File: src/rtl/sorted_priority_queue_core_macros.svh
// Assertion macros shared by the sorted priority queue design.
`ifndef SORTED_PRIORITY_QUEUE_CORE_MACROS_SVH
`define SORTED_PRIORITY_QUEUE_CORE_MACROS_SVH

// Same-cycle implication, checked outside reset.
`define SPQ_ASSERT_IMP(lbl, clk, rst_n, ante, cons) \
    lbl: assert property (@(posedge clk) disable iff (!rst_n) (ante) |-> (cons)) \
        else $error("sorted priority queue check failed");

// Next-cycle implication, checked outside reset.
`define SPQ_ASSERT_NXT(lbl, clk, rst_n, ante, cons) \
    lbl: assert property (@(posedge clk) disable iff (!rst_n) (ante) |=> (cons)) \
        else $error("sorted priority queue check failed");

`endif

File: src/rtl/spq_pkg.sv
// Types and constants of the sorted priority queue.
`timescale 1ns / 1ps
package spq_pkg;

    localparam int QUEUE_DEPTH = 16;
    localparam int CNT_W       = $clog2(QUEUE_DEPTH + 1);
    localparam int ENTRY_CNT_W = 5;

    localparam logic OP_INSERT = 1'b0;
    localparam logic OP_POP    = 1'b1;

    localparam logic [1:0] ST_DONE  = 2'd0;
    localparam logic [1:0] ST_EMPTY = 2'd1;
    localparam logic [1:0] ST_FULL  = 2'd2;

    typedef struct packed {
        logic [15:0] customer;
        logic [23:0] amount;
        logic [2:0]  prio;
    } spq_entry_t;

    // Broadcast to every cell for one accepted beat.
    typedef struct packed {
        logic       ins;
        logic       pop;
        spq_entry_t item;
    } spq_cmd_t;

    // What a cell shows to its neighbors.
    typedef struct packed {
        logic       valid;
        spq_entry_t entry;
    } spq_link_t;

endpackage

File: src/rtl/spq_cell.sv
// One slot of the queue: compares against the new entry and shifts with its neighbors.
`timescale 1ns / 1ps
module spq_cell import spq_pkg::*; (
    input  logic       aclk,
    input  logic       aresetn,
    input  spq_cmd_t   cmd,
    input  logic       head_slot,
    input  spq_link_t  left_link,
    input  logic       left_ahead,
    input  spq_link_t  right_link,
    output spq_link_t  link,
    output logic       ahead,
    output spq_entry_t next_entry
);

    spq_entry_t entry_reg, entry_next;
    logic       valid_reg, valid_next;

    // The head slot also counts an equal priority as ahead of the new entry,
    // so a new entry never displaces a head of the same priority.
    assign ahead = valid_reg &&
                   ((entry_reg.prio < cmd.item.prio) ||
                    (head_slot && (entry_reg.prio == cmd.item.prio)));

    always_comb begin
        entry_next = entry_reg;
        valid_next = valid_reg;
        if (cmd.pop) begin
            entry_next = right_link.entry;
            valid_next = right_link.valid;
        end else if (cmd.ins && !ahead) begin
            if (left_ahead) begin
                entry_next = cmd.item;
                valid_next = 1'b1;
            end else begin
                entry_next = left_link.entry;
                valid_next = left_link.valid;
            end
        end
    end

    always_ff @(posedge aclk) begin
        entry_reg <= entry_next;
        if (!aresetn) begin
            valid_reg <= 1'b0;
        end else begin
            valid_reg <= valid_next;
        end
    end

    assign link       = {valid_reg, entry_reg};
    assign next_entry = entry_next;

endmodule

File: src/rtl/sorted_priority_queue_core.sv
// The result beat is registered and is valid in the cycle after its input beat is accepted.
// Throughput: one beat per cycle while m_ready is high; every cell compares and
// shifts in the same cycle, so the row of cells sets no extra wait.
// Reset: clears the entry count, the cell valid bits and the result valid flag;
// slot contents and result fields are not cleared and are ignored until written.
`timescale 1ns / 1ps
`include "sorted_priority_queue_core_macros.svh"
module sorted_priority_queue_core import spq_pkg::*; (
    input  logic                   aclk,
    input  logic                   aresetn,
    input  logic                   s_valid,
    output logic                   s_ready,
    input  logic                   s_opcode,
    input  logic [15:0]            s_customer_id,
    input  logic [23:0]            s_amount,
    input  logic [2:0]             s_priority_level,
    output logic                   m_valid,
    input  logic                   m_ready,
    output logic [1:0]             m_status,
    output logic                   m_head_valid,
    output logic [15:0]            m_head_customer,
    output logic [23:0]            m_head_amount,
    output logic [2:0]             m_head_priority,
    output logic [ENTRY_CNT_W-1:0] m_entry_count
);

    logic [CNT_W-1:0] count_reg, count_next;
    logic             m_valid_reg;
    logic [1:0]       status_reg, status_next;
    logic             head_valid_reg;
    spq_entry_t       head_reg, head_next;
    logic [CNT_W-1:0] out_count_reg;

    logic       accept, full, empty;
    spq_cmd_t   cmd;
    spq_link_t  cell_link [QUEUE_DEPTH];
    logic       cell_ahead [QUEUE_DEPTH];
    spq_entry_t cell_next [QUEUE_DEPTH];
    logic [QUEUE_DEPTH-1:0] cell_valid;

    assign s_ready = !m_valid_reg || m_ready;
    assign accept  = s_valid && s_ready;
    assign full    = (count_reg == CNT_W'(QUEUE_DEPTH));
    assign empty   = (count_reg == '0);

    always_comb begin
        cmd.ins           = accept && (s_opcode == OP_INSERT) && !full;
        cmd.pop           = accept && (s_opcode == OP_POP) && !empty;
        cmd.item.customer = s_customer_id;
        cmd.item.amount   = s_amount;
        cmd.item.prio     = s_priority_level;
    end

    genvar gi;
    generate
        for (gi = 0; gi < QUEUE_DEPTH; gi++) begin : g_cell
            spq_link_t left_l, right_l;
            logic      left_b;
            if (gi == 0) begin : g_first
                assign left_l = {1'b0, cmd.item};
                assign left_b = 1'b1;
            end else begin : g_mid
                assign left_l = cell_link[gi-1];
                assign left_b = cell_ahead[gi-1];
            end
            if (gi == QUEUE_DEPTH - 1) begin : g_last
                assign right_l = '0;
            end else begin : g_inner
                assign right_l = cell_link[gi+1];
            end
            spq_cell u_cell (
                .aclk        (aclk),
                .aresetn     (aresetn),
                .cmd         (cmd),
                .head_slot   (gi == 0),
                .left_link   (left_l),
                .left_ahead  (left_b),
                .right_link  (right_l),
                .link        (cell_link[gi]),
                .ahead       (cell_ahead[gi]),
                .next_entry  (cell_next[gi])
            );
            assign cell_valid[gi] = cell_link[gi].valid;
        end
    endgenerate

    always_comb begin
        count_next = count_reg;
        if (cmd.ins) begin
            count_next = count_reg + CNT_W'(1);
        end else if (cmd.pop) begin
            count_next = count_reg - CNT_W'(1);
        end
        status_next = ST_DONE;
        if (s_opcode == OP_INSERT && full) begin
            status_next = ST_FULL;
        end else if (s_opcode == OP_POP && empty) begin
            status_next = ST_EMPTY;
        end
        head_next = (count_next != '0) ? cell_next[0] : '0;
    end

    always_ff @(posedge aclk) begin
        if (accept) begin
            status_reg     <= status_next;
            head_valid_reg <= (count_next != '0);
            head_reg       <= head_next;
            out_count_reg  <= count_next;
        end
        if (!aresetn) begin
            count_reg   <= '0;
            m_valid_reg <= 1'b0;
        end else begin
            count_reg <= count_next;
            if (accept) begin
                m_valid_reg <= 1'b1;
            end else if (m_ready) begin
                m_valid_reg <= 1'b0;
            end
        end
    end

    assign m_valid         = m_valid_reg;
    assign m_status        = status_reg;
    assign m_head_valid    = head_valid_reg;
    assign m_head_customer = head_reg.customer;
    assign m_head_amount   = head_reg.amount;
    assign m_head_priority = head_reg.prio;
    assign m_entry_count   = ENTRY_CNT_W'(out_count_reg);

    // The valid bits of the cells always form the held count.
    `SPQ_ASSERT_IMP(a_valid_count, aclk, aresetn, 1'b1, $countones(cell_valid) == count_reg)
    // The two front cells stay in priority order.
    `SPQ_ASSERT_IMP(a_front_sorted, aclk, aresetn, cell_link[1].valid, cell_link[0].entry.prio <= cell_link[1].entry.prio)
    // A refused insert is reported as such and leaves the count alone.
    `SPQ_ASSERT_NXT(a_full_refused, aclk, aresetn, accept && (s_opcode == OP_INSERT) && full, (m_status == ST_FULL) && (count_reg == CNT_W'(QUEUE_DEPTH)))
    // The reported head is valid exactly when the queue holds entries.
    `SPQ_ASSERT_IMP(a_head_valid, aclk, aresetn, m_valid_reg, m_head_valid == (count_reg != '0))

endmodule

File: config.mk
export PLATFORM = sky130hd
export DESIGN_NAME = sorted_priority_queue_core
export DESIGN_NICKNAME = d
export VERILOG_FILES = /design/src/rtl/spq_pkg.sv /design/src/rtl/spq_cell.sv /design/src/rtl/sorted_priority_queue_core.sv
export VERILOG_INCLUDE_DIRS = /design/src /design/src/rtl
export SDC_FILE = /design/constraint.sdc
export NUM_CORES = 2
export LEC_CHECK = 0
export BUFFER_PORTS_ARGS = -buffer_cell sky130_fd_sc_hd__buf_2
export CAP_MARGIN = 20
export CORE_UTILIZATION = 49
export DETAILED_ROUTE_END_ITERATION = 6
export PLACE_DENSITY_LB_ADDON = 0.1
export SLEW_MARGIN = 20
export SYNTH_ARGS = -nofsm -noshare
export SYNTH_HDL_FRONTEND = slang
export SYNTH_SLANG_ARGS = --single-unit
File: constraint.sdc
create_clock -name aclk -period 11.6 [get_ports aclk]
set_clock_uncertainty 0.05 [all_clocks]
set_input_delay 1.16 -clock aclk [delete_from_list [all_inputs] [get_ports aclk]]
set_output_delay 1.16 -clock aclk [all_outputs]
set_load 0.005 [all_outputs]
==> flow_metrics.tcl <==
set metrics [dict create \
    pin_count 101 \
    critPathKind "flop to flop" \
    drive_gt1_share_pct 10.6 \
    outcome "finished, final reports clean" \
    synth_edf_count 653 \
    gr-total-overflow 0 \
    synth-seq-area-share_pct 56.4 \
    clk_pin_slew_ps 60 \
    drc 0 \
    powerDensity_nw_per_um2 213 \
    fp-row-count 102 \
    drt_iter0_markers 2700 \
    worstSetupEndpointType "flop" \
    avgSynthCellArea_um2 10.8 \
    layout_commonest_cell "nand2_1" \
    whs_ps 452 \
    worstMarginPinSlew_ps 1100 \
    place_area_um2 39600 \
    vdd_drop_max_mv 0.129 \
    power_w 0.00911 \
    cts_tree "built" \
    synth_area_um2 38600 \
    cp-start-kind "flop" \
    grt_pass1_vias 27265 \
    path_max_fanout 83 \
    area_delta_synth_final_pct 10.5 \
    antenna_left 0 \
    fmax_mhz 216 \
    ctsResizeCount 0 \
    period_share_pct 39.9 \
    core_area_um2 77700 \
    vias_per_cell 6.08 \
    synth_flop_cell "edfxtp_1" \
    final_cell_mix "nand2_1 (762), edfxtp_1 (653), o21ai_0 (575)" \
    cp.arrival_ps 4850 \
    gr-usage-all-layers_pct 27.5 \
    die_y_um 283 \
    ys_ff_latch 761 \
    finalCriticalPeriod_ps 4630 \
    first_pass_iters 6 \
    largest_reg_flops 688 \
    dr_wl_met2_mm 51.2 \
    fin_setup_tns_ps 0 \
    synthesis.instances 3585 \
    dieArea_um2 79900 \
    holdBufCountCts 0 \
    insertion_delay_ps 640 \
    met3_wirelength_mm 7.70 \
    async_flop_share_pct 0 \
    drt-met1-wl_mm 49.0 \
    gp_congestion 0.837 \
    syn_nets 3668 \
    numPortBuffers 100 \
    die_w_um 283 \
    wl_mm 111 \
    cts.sinks 761 \
    top_layer_used "met5" \
    start_util_pct 49.7 \
    antenna_found_initial 3 \
    root_buffer "clkbuf_16" \
    grt_max_degree 259 \
    diodes 0 \
    cts_buffers 85 \
    hold_viol 0 \
    ys.warnings.count 0 \
    nFillCells 6645 \
    maxSlewViolCount 0 \
    ys_types 47 \
    nets 3579 \
    post-dp-hpwl_mm 63.3 \
    final_cell_area_um2 42700 \
    p_leak_nw 17.5 \
    cts.htree.levels 3 \
    setup_violations 0 \
    vias 28005 \
    slew_headroom_pct 26.9 \
    hold_path.class "flop to flop" \
    rsz0062_at_grt "false" \
    cts_setup_buffers 0 \
    critPathRequiredTime_ps 11810 \
    wl_per_cell_um 24.0 \
    clock_path_buffers 3 \
    cap_violations 0 \
    grt_first_pass_wirelength_mm 167 \
    regToRegSetupSlack_ps 6970 \
]
## through the flow
step	instances	setup WS (ps)	util, %
after floorplan	3585	4700	-
after global routing	4609	6730	54.9
after detailed placement	4448	6510	51.0
after global placement	4448	6560	51.0
after CTS	4608	7020	54.9
final	4609	6970	54.9
## cells by family (layout without fill, tap and decap cells)
kind of cell | Yosys count | in the layout | share of synthesized area [%]
compound gates | 865 | 865 | 13.4
xor+xnor | 4 | 4 | 0.0907
fa+ha+maj | 35 | 35 | 1.13
buf+inv | 355 | 339 | 4.00
flops | 761 | 761 | 56.4
mux | 560 | 560 | 14.5
simple gates | 1005 | 1005 | 10.5
## power by group
part           switching, W  total [W]  internal, W
combinational       0.00130    0.00203     0.000730
clock               0.00115    0.00292      0.00176
sequential         0.000335    0.00416      0.00383
total               0.00279    0.00911      0.00632
## synth_stat cells (all sizes together), types with 35 or more instances
cell type | number | area (um2)
a21oi | 62 | 310
o21ai | 591 | 2960
buf | 148 | 769
edfxtp | 653 | 19600
and2 | 50 | 313
nor2 | 137 | 514
a31oi | 57 | 357
dfxtp | 108 | 2160
a221oi | 42 | 368
a311oi | 43 | 633
ha | 35 | 438
clkbuf | 182 | 683
mux2i | 560 | 5610
nand2 | 763 | 2860
a211oi | 43 | 328
## final cells by class
cell class / count / area, um2 / share of cell area (%)
Inverter: 25 / 93.8 / 0.220
Sequential cell: 761 / 21800 / 51.0
Clock inverter: 48 / 599 / 1.40
Timing Repair Buffer: 154 / 943 / 2.21
Multi-Input combinational cell: 2469 / 15500 / 36.4
Tap cell: 1040 / 1300 / 3.05
Clock buffer: 112 / 2420 / 5.68
## worst max-delay path, cell delays in order, from the launching register on
cell and delay [ps]:
dfxtp_1 420, inv_1 110, ha_1 290, or3b_1 300, o2111a_4 710, buf_4 790
o21a_2 880, buf_4 530
## path summary, 6_finish.rpt
path              cells past startpoint                                        to                                     start
hold reg to reg                       2  g_cell[13].u_cell.valid_reg$_SDFFE_PN0P_  g_cell[14].u_cell.valid_reg$_SDFFE_PN0P_
setup / recovery                      7       g_cell[13].u_cell.link[4]$_DFFE_PP_                   count_reg[0]$_SDFF_PN0_
setup reg to reg                      7       g_cell[13].u_cell.link[4]$_DFFE_PP_                   count_reg[0]$_SDFF_PN0_
hold / removal                        2  g_cell[13].u_cell.valid_reg$_SDFFE_PN0P_  g_cell[14].u_cell.valid_reg$_SDFFE_PN0P_
## routing by layer
| layer | GRT usage [%] | vias up |
|---|---|---|
| met5 | 0 | - |
| met4 | 8.39 | 2 |
| met3 | 4.27 | 154 |
| met2 | 44.1 | 1030 |
| met1 | 38.5 | 14000 |
| li1 | - | 12819 |
Note: power is estimated with default switching activity, not from simulation.
